### config.mk
export PLATFORM = sky130hd
export DESIGN_NAME = indexed_list_with_shift_delete
export DESIGN_NICKNAME = d
export VERILOG_FILES = /design/src/ilsd_pkg.sv /design/src/ilsd_cell.sv /design/src/indexed_list_with_shift_delete.sv
export SDC_FILE = /design/constraint.sdc
export NUM_CORES = 2
export LEC_CHECK = 0
export BUFFER_PORTS_ARGS = -buffer_cell sky130_fd_sc_hd__buf_2
export CORE_MARGIN = 1.5
export CORE_UTILIZATION = 50
export CTS_CLUSTER_DIAMETER = 50
export DETAILED_ROUTE_END_ITERATION = 8
export GPL_ROUTABILITY_DRIVEN = 0
export PLACE_DENSITY = 0.66
export SLEW_MARGIN = 20
export SYNTH_ARGS = -nofsm -noshare
export SYNTH_HDL_FRONTEND = slang
export SYNTH_SLANG_ARGS = --single-unit
### constraint.sdc
create_clock -name clk -period 6.8 [get_ports clk]
set_input_delay 0.68 -clock clk [delete_from_list [all_inputs] [get_ports clk]]
set_output_delay 0.68 -clock clk [all_outputs]
set_load 0.01 [all_outputs]
### src/ilsd_pkg.sv
// ----------------------------------------------------------------------------
// ilsd_pkg: shared types and constants for the indexed list
// Sizes of the list, operation and status codes, the command word that the
// controller broadcasts to every storage cell, and width helpers.
// ----------------------------------------------------------------------------
package ilsd_pkg;

    // Sizes of the list.
    localparam int CAPACITY   = 16;
    localparam int WORD_WIDTH = 32;
    localparam int IDX_W      = $clog2(CAPACITY);
    localparam int CNT_W      = $clog2(CAPACITY + 1);

    // Operation codes carried by a request.
    localparam logic [2:0] OP_GET       = 3'd0;
    localparam logic [2:0] OP_SET       = 3'd1;
    localparam logic [2:0] OP_PUSH      = 3'd2;
    localparam logic [2:0] OP_POP       = 3'd3;
    localparam logic [2:0] OP_REMOVE_AT = 3'd4;
    localparam logic [2:0] OP_REMOVE_EQ = 3'd5;

    // Status codes returned with each result.
    localparam logic [1:0] ST_OK    = 2'd0;
    localparam logic [1:0] ST_RANGE = 2'd1;
    localparam logic [1:0] ST_FULL  = 2'd2;
    localparam logic [1:0] ST_EMPTY = 2'd3;

    // Commands that every cell decodes in the same cycle.
    typedef enum logic [2:0] {
        CMD_HOLD,
        CMD_LOAD,
        CMD_MARK_AT,
        CMD_MARK_EQ,
        CMD_SHIFT
    } cell_cmd_t;

    typedef struct packed {
        cell_cmd_t              cmd;
        logic [IDX_W-1:0]       sel;
        logic [CNT_W-1:0]       count;
        logic [WORD_WIDTH-1:0]  word;
    } cell_ctrl_t;

    // What a cell reports back to the controller and to its neighbors.
    typedef struct packed {
        logic drop;
        logic hole;
    } cell_stat_t;

    // Keep the low bits of a 32-bit request word that fit a list entry.
    function automatic logic [WORD_WIDTH-1:0] to_entry(input logic [31:0] w);
        logic [WORD_WIDTH+31:0] ext;
        ext = {{WORD_WIDTH{1'b0}}, w};
        return ext[WORD_WIDTH-1:0];
    endfunction

    // Fit a list entry into the 32-bit result field.
    function automatic logic [31:0] to_out_word(input logic [WORD_WIDTH-1:0] w);
        logic [WORD_WIDTH+31:0] ext;
        ext = {32'b0, w};
        return ext[31:0];
    endfunction

    // Fit a count into the 5-bit result fields.
    function automatic logic [4:0] to_out_count(input logic [CNT_W-1:0] c);
        logic [CNT_W+4:0] ext;
        ext = {5'b0, c};
        return ext[4:0];
    endfunction

endpackage

### src/ilsd_cell.sv
// ----------------------------------------------------------------------------
// ilsd_cell: one storage cell of the list
// Holds one entry and a drop mark. On a shift command every cell at or above
// the lowest marked cell takes the entry and mark of its upper neighbor.
// ----------------------------------------------------------------------------
module ilsd_cell (
    input  logic                               clk,
    input  logic                               rst_n,
    input  logic [ilsd_pkg::IDX_W-1:0]         cell_idx,
    input  ilsd_pkg::cell_ctrl_t               ctrl,
    input  logic [ilsd_pkg::WORD_WIDTH-1:0]    up_word,
    input  logic                               up_drop,
    input  logic                               hole_in,
    output logic [ilsd_pkg::WORD_WIDTH-1:0]    word,
    output ilsd_pkg::cell_stat_t               stat
);

    logic [ilsd_pkg::WORD_WIDTH-1:0] word_reg;
    logic [ilsd_pkg::WORD_WIDTH-1:0] word_next;
    logic                            drop_reg;
    logic                            drop_next;
    logic                            hit;
    logic                            live;
    logic                            hole_here;

    // Decode of the broadcast command for this cell.
    assign hit       = (cell_idx == ctrl.sel);
    assign live      = (ilsd_pkg::CNT_W'(cell_idx) < ctrl.count);
    assign hole_here = hole_in | drop_reg;

    always_comb
    begin
        word_next = word_reg;
        drop_next = drop_reg;
        case (ctrl.cmd)
            ilsd_pkg::CMD_LOAD:
            begin
                if (hit)
                begin
                    word_next = ctrl.word;
                end
            end
            ilsd_pkg::CMD_MARK_AT:
            begin
                drop_next = hit;
            end
            ilsd_pkg::CMD_MARK_EQ:
            begin
                drop_next = live && (word_reg == ctrl.word);
            end
            ilsd_pkg::CMD_SHIFT:
            begin
                if (hole_here)
                begin
                    word_next = up_word;
                    drop_next = up_drop;
                end
            end
            default:
            begin
                word_next = word_reg;
                drop_next = drop_reg;
            end
        endcase
    end

    // The entry itself needs no reset; the drop mark does.
    always_ff @(posedge clk)
    begin
        word_reg <= word_next;
    end

    always_ff @(posedge clk or negedge rst_n)
    begin
        if (!rst_n)
        begin
            drop_reg <= 1'b0;
        end
        else
        begin
            drop_reg <= drop_next;
        end
    end

    assign word      = word_reg;
    assign stat.drop = drop_reg;
    assign stat.hole = hole_here;

endmodule

### src/indexed_list_with_shift_delete.sv
// ----------------------------------------------------------------------------
// indexed_list_with_shift_delete: bounded ordered list with compacting delete
// A row of storage cells driven by one controller. Get, set, push and pop
// act in one step; removals mark cells and then close the gaps by shifting.
//
//   Channel   Signals                                                        Dir
//   request   in_valid, in_ready, opcode, position, operand_word             in
//   result    out_valid, out_ready, read_word, status, entry_count,          out
//             removed_count
//
// Get, set, push, pop, the unused opcodes and a remove at an index past the
// end are captured in S_IDLE; in S_EXEC the cells act and the result
// register is loaded. A valid remove at index or a remove by value marks
// cells in S_EXEC and then compacts in S_COMPACT: the cell row closes one
// gap per cycle, the lowest one first, and the last gap waits while the
// result register is still full.
// Reset clears the count and the drop marks; entries hold no reset value.
// A new request is taken while an earlier result waits; the final step of a
// request stalls while the result register is still full.
// ----------------------------------------------------------------------------
module indexed_list_with_shift_delete (
    input  logic        clk,
    input  logic        rst_n,
    input  logic        in_valid,
    output logic        in_ready,
    input  logic [2:0]  opcode,
    input  logic [3:0]  position,
    input  logic [31:0] operand_word,
    output logic        out_valid,
    input  logic        out_ready,
    output logic [31:0] read_word,
    output logic [1:0]  status,
    output logic [4:0]  entry_count,
    output logic [4:0]  removed_count
);

    localparam int CAP = ilsd_pkg::CAPACITY;
    localparam int WW  = ilsd_pkg::WORD_WIDTH;
    localparam int IW  = ilsd_pkg::IDX_W;
    localparam int CW  = ilsd_pkg::CNT_W;

    typedef enum logic [1:0] {
        S_IDLE,
        S_EXEC,
        S_COMPACT
    } state_t;

    state_t                 state_reg;
    state_t                 state_next;
    logic [2:0]             op_reg;
    logic [2:0]             op_next;
    logic [3:0]             pos_reg;
    logic [3:0]             pos_next;
    logic [WW-1:0]          word_reg;
    logic [WW-1:0]          word_next;
    logic [CW-1:0]          count_reg;
    logic [CW-1:0]          count_next;
    logic [CW-1:0]          removed_reg;
    logic [CW-1:0]          removed_next;
    logic                   out_valid_reg;
    logic                   out_valid_next;
    logic [31:0]            read_word_reg;
    logic [31:0]            read_word_next;
    logic [1:0]             status_reg;
    logic [1:0]             status_next;
    logic [4:0]             entry_count_reg;
    logic [4:0]             entry_count_next;
    logic [4:0]             removed_count_reg;
    logic [4:0]             removed_count_next;

    ilsd_pkg::cell_ctrl_t   ctrl;
    ilsd_pkg::cell_stat_t   cell_stat [CAP];
    logic [WW-1:0]          cell_word [CAP];
    logic [CAP-1:0]         stacked;
    logic                   any_hole;
    logic                   last_hole;
    logic                   shift_en;
    logic                   out_free;
    logic                   pos_ok;
    logic [IW+3:0]          pos_ext;
    logic [IW-1:0]          pos_idx;
    logic [CW-1:0]          count_dec;
    logic [IW-1:0]          rd_idx;
    logic [WW-1:0]          rd_word;

    // Cell row: each cell hears the broadcast command and both of its neighbors.
    for (genvar i = 0; i < CAP; i++)
    begin : g_cell
        logic [WW-1:0] up_word;
        logic          up_drop;
        logic          hole_in;

        if (i == CAP - 1)
        begin : g_top
            assign up_word = '0;
            assign up_drop = 1'b0;
        end
        else
        begin : g_mid
            assign up_word = cell_word[i+1];
            assign up_drop = cell_stat[i+1].drop;
        end

        if (i == 0)
        begin : g_bottom
            assign hole_in    = 1'b0;
            assign stacked[i] = 1'b0;
        end
        else
        begin : g_upper
            assign hole_in    = cell_stat[i-1].hole;
            assign stacked[i] = cell_stat[i].drop & cell_stat[i-1].hole;
        end

        ilsd_cell u_cell (
            .clk      (clk),
            .rst_n    (rst_n),
            .cell_idx (IW'(i)),
            .ctrl     (ctrl),
            .up_word  (up_word),
            .up_drop  (up_drop),
            .hole_in  (hole_in),
            .word     (cell_word[i]),
            .stat     (cell_stat[i])
        );
    end

    // Gap tracking: any mark at all, and whether only one mark is left.
    assign any_hole  = cell_stat[CAP-1].hole;
    assign last_hole = any_hole && !(|stacked);

    // Index checks and the single read port over the cell row.
    assign pos_ok    = ({{CW{1'b0}}, pos_reg} < {4'b0, count_reg});
    assign pos_ext   = {{IW{1'b0}}, pos_reg};
    assign pos_idx   = pos_ext[IW-1:0];
    assign count_dec = count_reg - CW'(1);
    assign rd_idx    = (op_reg == ilsd_pkg::OP_POP) ? count_dec[IW-1:0] : pos_idx;
    assign rd_word   = cell_word[rd_idx];
    assign out_free  = !out_valid_reg || out_ready;

    // Controller next-state logic.
    always_comb
    begin
        state_next         = state_reg;
        op_next            = op_reg;
        pos_next           = pos_reg;
        word_next          = word_reg;
        count_next         = count_reg;
        removed_next       = removed_reg;
        out_valid_next     = out_valid_reg && !out_ready;
        read_word_next     = read_word_reg;
        status_next        = status_reg;
        entry_count_next   = entry_count_reg;
        removed_count_next = removed_count_reg;
        ctrl.cmd           = ilsd_pkg::CMD_HOLD;
        ctrl.sel           = pos_idx;
        ctrl.count         = count_reg;
        ctrl.word          = word_reg;
        shift_en           = 1'b0;

        case (state_reg)
            S_IDLE:
            begin
                if (in_valid)
                begin
                    op_next    = opcode;
                    pos_next   = position;
                    word_next  = ilsd_pkg::to_entry(operand_word);
                    state_next = S_EXEC;
                end
            end

            S_EXEC:
            begin
                if (op_reg == ilsd_pkg::OP_REMOVE_EQ)
                begin
                    // Mark every live match, then compact.
                    ctrl.cmd     = ilsd_pkg::CMD_MARK_EQ;
                    removed_next = '0;
                    state_next   = S_COMPACT;
                end
                else if (op_reg == ilsd_pkg::OP_REMOVE_AT && pos_ok)
                begin
                    ctrl.cmd     = ilsd_pkg::CMD_MARK_AT;
                    removed_next = '0;
                    state_next   = S_COMPACT;
                end
                else if (out_free)
                begin
                    // Single-step operations finish here.
                    read_word_next     = 32'd0;
                    status_next        = ilsd_pkg::ST_OK;
                    removed_count_next = 5'd0;
                    case (op_reg)
                        ilsd_pkg::OP_GET:
                        begin
                            if (pos_ok)
                            begin
                                read_word_next = ilsd_pkg::to_out_word(rd_word);
                            end
                            else
                            begin
                                status_next = ilsd_pkg::ST_RANGE;
                            end
                        end
                        ilsd_pkg::OP_SET:
                        begin
                            if (pos_ok)
                            begin
                                ctrl.cmd = ilsd_pkg::CMD_LOAD;
                            end
                            else
                            begin
                                status_next = ilsd_pkg::ST_RANGE;
                            end
                        end
                        ilsd_pkg::OP_PUSH:
                        begin
                            if (count_reg >= CW'(CAP))
                            begin
                                status_next = ilsd_pkg::ST_FULL;
                            end
                            else
                            begin
                                ctrl.cmd   = ilsd_pkg::CMD_LOAD;
                                ctrl.sel   = count_reg[IW-1:0];
                                count_next = count_reg + CW'(1);
                            end
                        end
                        ilsd_pkg::OP_POP:
                        begin
                            if (count_reg == '0)
                            begin
                                status_next = ilsd_pkg::ST_EMPTY;
                            end
                            else
                            begin
                                read_word_next     = ilsd_pkg::to_out_word(rd_word);
                                count_next         = count_dec;
                                removed_count_next = 5'd1;
                            end
                        end
                        ilsd_pkg::OP_REMOVE_AT:
                        begin
                            status_next = ilsd_pkg::ST_RANGE;
                        end
                        default:
                        begin
                            status_next = ilsd_pkg::ST_OK;
                        end
                    endcase
                    entry_count_next = ilsd_pkg::to_out_count(count_next);
                    out_valid_next   = 1'b1;
                    state_next       = S_IDLE;
                end
            end

            S_COMPACT:
            begin
                // Close the lowest gap each cycle; the last one ends the request.
                if (any_hole && !last_hole)
                begin
                    shift_en = 1'b1;
                end
                else if (out_free)
                begin
                    shift_en           = any_hole;
                    read_word_next     = 32'd0;
                    status_next        = ilsd_pkg::ST_OK;
                    out_valid_next     = 1'b1;
                    state_next         = S_IDLE;
                end
                if (shift_en)
                begin
                    ctrl.cmd     = ilsd_pkg::CMD_SHIFT;
                    count_next   = count_dec;
                    removed_next = removed_reg + CW'(1);
                end
                if (state_next == S_IDLE)
                begin
                    entry_count_next   = ilsd_pkg::to_out_count(count_next);
                    removed_count_next = ilsd_pkg::to_out_count(removed_next);
                end
            end

            default:
            begin
                state_next = S_IDLE;
            end
        endcase
    end

    // State and registered outputs.
    always_ff @(posedge clk or negedge rst_n)
    begin
        if (!rst_n)
        begin
            state_reg     <= S_IDLE;
            count_reg     <= '0;
            removed_reg   <= '0;
            out_valid_reg <= 1'b0;
        end
        else
        begin
            state_reg     <= state_next;
            count_reg     <= count_next;
            removed_reg   <= removed_next;
            out_valid_reg <= out_valid_next;
        end
    end

    // Request and result payload.
    always_ff @(posedge clk)
    begin
        op_reg            <= op_next;
        pos_reg           <= pos_next;
        word_reg          <= word_next;
        read_word_reg     <= read_word_next;
        status_reg        <= status_next;
        entry_count_reg   <= entry_count_next;
        removed_count_reg <= removed_count_next;
    end

    assign in_ready      = (state_reg == S_IDLE);
    assign out_valid     = out_valid_reg;
    assign read_word     = read_word_reg;
    assign status        = status_reg;
    assign entry_count   = entry_count_reg;
    assign removed_count = removed_count_reg;

    // The count never exceeds the number of cells.
    a_count_bound: assert property (@(posedge clk) disable iff (!rst_n)
        count_reg <= CW'(CAP))
        else $error("entry count exceeds capacity");

    // Every shift closes exactly one gap.
    a_shift_count: assert property (@(posedge clk) disable iff (!rst_n)
        shift_en |=> count_reg == $past(count_reg) - CW'(1))
        else $error("shift did not decrement the count");

    // No drop mark survives once a request is finished.
    a_idle_clean: assert property (@(posedge clk) disable iff (!rst_n)
        state_reg == S_IDLE |-> !any_hole)
        else $error("drop mark left in an idle list");

    // A result appears only at the end of a request's work.
    a_result_src: assert property (@(posedge clk) disable iff (!rst_n)
        $rose(out_valid_reg) |-> $past(state_reg) != S_IDLE)
        else $error("result raised without a request in progress");

endmodule
### Word-level counts from Yosys, hierarchy flattened

Cells that the tools add are included.

| cells by class | value |
|---|---|
| add/sub/neg operators | 3 |
| multipliers | 0 |
| div/mod/pow operators | 0 |
| order comparisons | 19 |
| equality and inequality tests | 82 |
| shift-type cells | 0 |
| muxes and demuxes | 151 |
| bitwise gates (word level) | 31 |
| reduce and logical (&&, ||, !) cells | 71 |

Operator list:

| kind | count |
|---|---|
| 32-bit 2-to-1 mux | 41 |
| 32-bit case mux with 2 select lines | 18 |
| 32-bit == test | 16 |
| 32-bit binary-select mux with 4-bit select | 1 |
| 5-bit 2-to-1 mux | 16 |
| 2-bit by 1-bit != test with 1-bit output, second input constant | 31 |
| 5-bit case mux with 2 select lines | 5 |
| 1-bit case mux with 3 select lines | 16 |
| 3-bit AND reduction | 16 |
| 4-bit by 5-bit < comparator with 1-bit output, first input constant | 8 |
| 2-bit AND reduction | 17 |
| 4-bit == test, first input constant | 8 |
| 1-bit 2-to-1 mux | 26 |
| 2-bit 2-to-1 mux | 13 |
| 1-bit logical AND | 20 |
| 3-bit by 5-bit < comparator with 1-bit output, first input constant | 4 |
| 4-bit 2-to-1 mux | 5 |
| 3-bit by 4-bit == test with 1-bit output, first input constant | 4 |
| 2-bit != test, second input constant | 8 |
| 1-bit bitwise AND | 15 |
| 1-bit bitwise OR | 15 |
| 15-bit OR reduction | 1 |
| 3-bit by 2-bit == test with 1-bit output, second input constant | 4 |
| 3-bit case mux with 2 select lines | 2 |
| 32 further kinds | 47 |

| storage, ports and cells | value |
|---|---|
| register bits after elaboration | 624 |
| bits in latches | 0 |
| memory bits (writable) | 0 |
| bits in read-only memories | 0 |
| bits of input ports | 43 |
| output and inout port bits | 46 |
| word-level logic and storage cells | 400 |
| memories kept | 0 |

### Depth between registers and ports, before layout

| depth | value |
|---|---|
| depth in word-level cells | 27 |
| mapped depth | 14 |
| depth with buffers taken out | 10 |

### Modules after synthesis

A second synthesis with hierarchy kept.

| unflattened totals | value |
|---|---|
| cells, all modules | 3365 |
| area total of the unflattened synthesis | 40406.3 sq um |

Modules (own cells, without submodules):

| module | instances | cells an instance | area each (sq um) | sequential area each (sq um) |
|---|---|---|---|---|
| ilsd_cell (g_cell[15].u_cell ...) | 10 | 142 | 1934.4 | 985.9 |
| ilsd_cell (g_cell[0].u_cell ...) | 6 | 145 | 2124.5 | 985.9 |
| indexed_list_with_shift_delete | 1 | 1075 | 8315.5 | 2817.7 |

### Worst setup path before layout

Ideal clock, no wire load.

| timing path | value |
|---|---|
| path type | flip-flop to flip-flop |
| start | register count_reg[1] |
| end | register g_cell[14].u_cell.word_reg, in the netlist g_cell[14].u_cell.word[0] (enable) |
| library setup time | 0.466 ns |
| data arrival time | 4.337 ns |
| required time | 6.334 ns |
| slack | 1.998 ns |
| cell stages (with the launch flop) | 10 |
| path buffers | 1 |
| period minus slack after synthesis | 4.802 ns |
| cell sequence | dfrtp_1 -> clkbuf_1 -> inv_1 -> ha_1 -> o211ai_1 -> o21ai_1 -> a211oi_1 -> o21ai_1 -> nand3_1 -> o21ai_0 |

| on the way | value |
|---|---|
| longest elaborated chain between the ends | 10 |
| elaborated cells between the ends (all ways) | 21 |
| those cells by class | order compare (2); eq/ne (5); mux (11); reduce/logical (3) |

RTL lines:

| item | line | source |
|---|---|---|
| start: declaration | indexed_list_with_shift_delete.sv:56 | `logic [CW-1:0] count_reg;` |
| start signal: assignment | indexed_list_with_shift_delete.sv:306 | `count_reg <= count_next;` |
| 5-bit greater-or-equal comparator / 4-bit by 5-bit < comparator with 1-bit output (equally long branches) | indexed_list_with_shift_delete.sv:219, indexed_list_with_shift_delete.sv:133 |  |
| 5-bit 2-to-1 mux / 1-bit 2-to-1 mux (equally long branches) | indexed_list_with_shift_delete.sv:219, indexed_list_with_shift_delete.sv:208 |  |
| 3-bit case mux with 2 select lines / 4-bit 2-to-1 mux (equally long branches) | indexed_list_with_shift_delete.sv:194 | `case (op_reg)` |
| 7-bit 2-to-1 mux | indexed_list_with_shift_delete.sv:188 | `else if (out_free)` |
| 3-bit 2-to-1 mux / 4-bit 2-to-1 mux (equally long branches) | indexed_list_with_shift_delete.sv:182 | `else if (op_reg == ilsd_pkg::OP_REMOVE_AT && pos_ok)` |
| 3-bit 2-to-1 mux / 4-bit 2-to-1 mux (equally long branches) | indexed_list_with_shift_delete.sv:175 | `if (op_reg == ilsd_pkg::OP_REMOVE_EQ)` |
| 3-bit case mux with 2 select lines / 4-bit 2-to-1 mux (equally long branches) | indexed_list_with_shift_delete.sv:161 | `case (state_reg)` |
| 3-bit by 1-bit == test with 1-bit output, or another cell as far along | ilsd_cell.sv:35 | `case (ctrl.cmd)` |
| 2-bit by 1-bit != test with 1-bit output (no source line) / 2-bit nonzero test (equally long branches) | - |  |
| 3-bit AND reduction (no source line) * | - |  |
| end signal: assignment | ilsd_cell.sv:70 | `word_reg <= word_next;` |
| end: declaration | ilsd_cell.sv:18 | `logic [ilsd_pkg::WORD_WIDTH-1:0] word_reg;` |

Every way passes the cells marked *; elsewhere a longest branch is shown, timed or not.
A chain may end at the register's enable or synchronous reset.

### Worst setup path after layout

| timing path | value |
|---|---|
| start | register word_reg[16] |
| end | register g_cell[4].u_cell.drop_reg |

| on the way | value |
|---|---|
| longest elaborated chain between the ends | 3 |

RTL lines:

| item | line | source |
|---|---|---|
| start: declaration | indexed_list_with_shift_delete.sv:54 | `logic [WW-1:0] word_reg;` |
| start signal: assignment | indexed_list_with_shift_delete.sv:317 | `word_reg <= word_next;` |
| 32-bit == test | ilsd_cell.sv:49 | `drop_next = live && (word_reg == ctrl.word);` |
| 1-bit logical AND | ilsd_cell.sv:49 |  |
| 1-bit case mux with 3 select lines | ilsd_cell.sv:35 |  |
| end signal: assignment | ilsd_cell.sv:81 | `drop_reg <= drop_next;` |
| end: declaration | ilsd_cell.sv:20 | `logic drop_reg;` |

Every way passes these cells.

==> flow_metrics.tcl <==
set metrics [dict create \
    vias 29800 \
    avgSynthCellArea_um2 10.9 \
    cp.depth 8 \
    worstRegToRegCells 8 \
    cpLargestDelayFamily "simple AND/OR/NAND/NOR gates" \
    drive_above_1_share_pct 10.9 \
    worst_setup_path_end_kind "flop" \
    coreArea_um2 71500 \
    ir_drop_mv 0.312 \
    synth_area_leaders "edfxtp_1 50%, a21o_1 10%, xnor2_1 6.4%, xor2_1 6.2%, nand2_1 4.4%" \
    drcViolationCount 0 \
    grt_setup_unrepaired "no" \
    largest_reg_flops 512 \
    seq_area_frac_synth_pct 51.6 \
    path_max_fanout 17 \
    die_area_um2 73700 \
    fin_ws_ps 1660 \
    synth_area_um2 36100 \
    synthCells 3315 \
    timing.setup.tns_ps 0 \
    h-tree-depth 3 \
    worstSkewPairLatency_ps 680 \
    ys_types 80 \
    first_pass_iters 9 \
    layout.nets 3297 \
    drv_cap 0 \
    period_needed_ps 5140 \
    num_rows 98 \
    syn_nets 3369 \
    finalHoldViolations 0 \
    synth-edff-count 595 \
    grt.total_usage_pct 39.6 \
    hold_path_class "input port to async pin" \
    clk_pin_slew_worst_paths_ps 60 \
    placedInstanceArea_um2 37200 \
    antenna_found_initial 22 \
    finalInstanceArea_um2 40100 \
    post_cts_buffers 0 \
    crit_chain "xor2_1 > nor4_1 > nand4_1 > a311oi_1 > nand4_1 > nor4_1 > a21oi_1 > a31oi_1" \
    finalCritPeriodShare_pct 75.6 \
    p_total_mw 16.4 \
    slowest_delay_ps 1080 \
    grt_pass1_vias 27500 \
    post_drt_wl_per_cell_um 34.5 \
    numCtsBuffers 82 \
    crit_type "flop to flop" \
    die_height_um 272 \
    grt_pass1_wl_mm 208 \
    wirelength_mm 147 \
    cts_resized 0 \
    ys_top_cells_by_count "595 x edfxtp_1, 483 x a21o_1, 422 x nand2_1" \
    grt_max_degree 211 \
    synth.most_common_cell "edfxtp_1" \
    crit_path_start_kind "flop" \
    ant_nets 0 \
    ys_ff_latch 624 \
    yosys_warnings 0 \
    dr.first_iter.drc_count 5894 \
    routed_via_density 6.98 \
    cts_tree "built" \
    area_delta_synth_final_pct 11.2 \
    io_buffers 88 \
    critical_path.slowest_cell "nor4_1" \
    initial_core_util_pct 50.4 \
    dpl.hpwl_mm 101 \
    tightest_slew_ps 1310 \
    leakage_nw 15.5 \
    status "complete, no violations" \
    relSlewSlack_pct 12.2 \
    cp.required_ps 7350 \
    die_x_um 272 \
    clock_path_buffers 3 \
    cts_root_buffer "clkbuf_16" \
    ys.flop_type "edfxtp_1" \
    synthArstFlopShare_pct 4.65 \
    clock_sinks 624 \
    synth_top_area_share_pct 49.5 \
    yosys.area.top_type "edfxtp_1" \
    postCtsHoldBufs 0 \
    fin_worst_skew_ps 54.2 \
    dp_slack_ps 2070 \
    path_buf_inv 0 \
    max_freq_mhz 194 \
    worstPathArrival_ps 5700 \
    power_density_nw_per_um2 410 \
    overflow 0 \
    boundaryPins 89 \
    slew_violations 0 \
    setup_viol 0 \
]
==> cells by family after synthesis <==
family	count (synthesis)	synth area share (%)
simple gates	933	12.6
compound gates	873	18.2
flops	624	51.6
xor+xnor	521	12.7
buf+inv	339	4.16
fa+ha+maj	14	0.465
mux	11	0.333
==> per-stage QoR <==
step,hold slack [ps],cells,utilization (%)
CTS,99.1,4259,56.0
detailed placement,533,4108,52.1
global route,137,4260,56.1
global placement,510,4108,52.0
finish,108,4266,56.1
floorplan,384,3315,-
==> layout by cell type, fill, tap and decap left out, drive strengths merged, types with 4 or more instances in the layout <==
| master | netlist | final |
|---|---|---|
| and2 | 99 | 99 |
| a211oi | 105 | 105 |
| xor2 | 256 | 256 |
| a21oi | 40 | 40 |
| clkinvlp | 0 | 6 |
| a31oi | 46 | 46 |
| o2111ai | 4 | 4 |
| nor3 | 20 | 20 |
| edfxtp | 595 | 595 |
| diode | 0 | 6 |
| clkbuf | 195 | 96 |
| dfrtp | 29 | 29 |
| ha | 11 | 11 |
| o31ai | 7 | 7 |
| a2111oi | 4 | 4 |
| o21ai | 30 | 30 |
| or3 | 9 | 9 |
| nand3b | 6 | 6 |
| nor2 | 36 | 36 |
| nand2b | 5 | 5 |
| a22oi | 6 | 6 |
| a311oi | 98 | 98 |
| mux2 | 8 | 8 |
| buf | 126 | 164 |
| xnor2 | 265 | 265 |
| o22ai | 14 | 14 |
| bufinv | 0 | 10 |
| nand2 | 423 | 423 |
| nor4 | 88 | 88 |
| a21o | 483 | 483 |
| o21a | 4 | 4 |
| or2 | 4 | 4 |
| or4 | 7 | 7 |
| inv | 18 | 27 |
| nor2b | 4 | 4 |
| nand4 | 79 | 79 |
| o211ai | 6 | 6 |
| clkinv | 0 | 31 |
| nand3 | 149 | 149 |
==> layer usage <==
metal / up-vias / GRT usage (%) / wire [um]
met3: 653 / 15.2 / 23000
met2: 2688 / 54.9 / 60000
met1: 14300 / 50.2 / 51000
met4: 16 / 28.6 / 13200
met5: - / 0 / 107
li1: 12100 / - / -
==> power by group <==
group          total, mW  switching, mW  leakage, nW  internal [mW]
Sequential          5.77          0.621         5.77           5.15
Combinational       6.09           4.25         8.35           1.84
Clock               4.55           1.88         1.36           2.67
==> path summary, 6_finish.rpt <==
path	startpoint	end	slack (ps)
setup / recovery	word_reg[16]	g_cell[4].u_cell.drop_reg	1660
hold / removal	rst_n	count_reg[3]	110
setup reg to reg	word_reg[16]	g_cell[4].u_cell.drop_reg	1660
hold reg to reg	removed_reg[1]	removed_reg[1]	550
max in group asynchronous	rst_n	g_cell[2].u_cell.drop_reg	6160
min in group clk	operand_word[8]	word_reg[8]	190
==> final cells by class <==
type / count / area, um^2
clock buffer: 95 / 2120
sequential: 624 / 18600
timing repair buffer: 165 / 1090
inverter: 18 / 67.6
tap: 950 / 1190
clock inverter: 56 / 703
multi-input combinational: 2352 / 16300
fill: 5963 / 31400
antenna: 6 / 15.0
(Power assumes the default switching activity.)
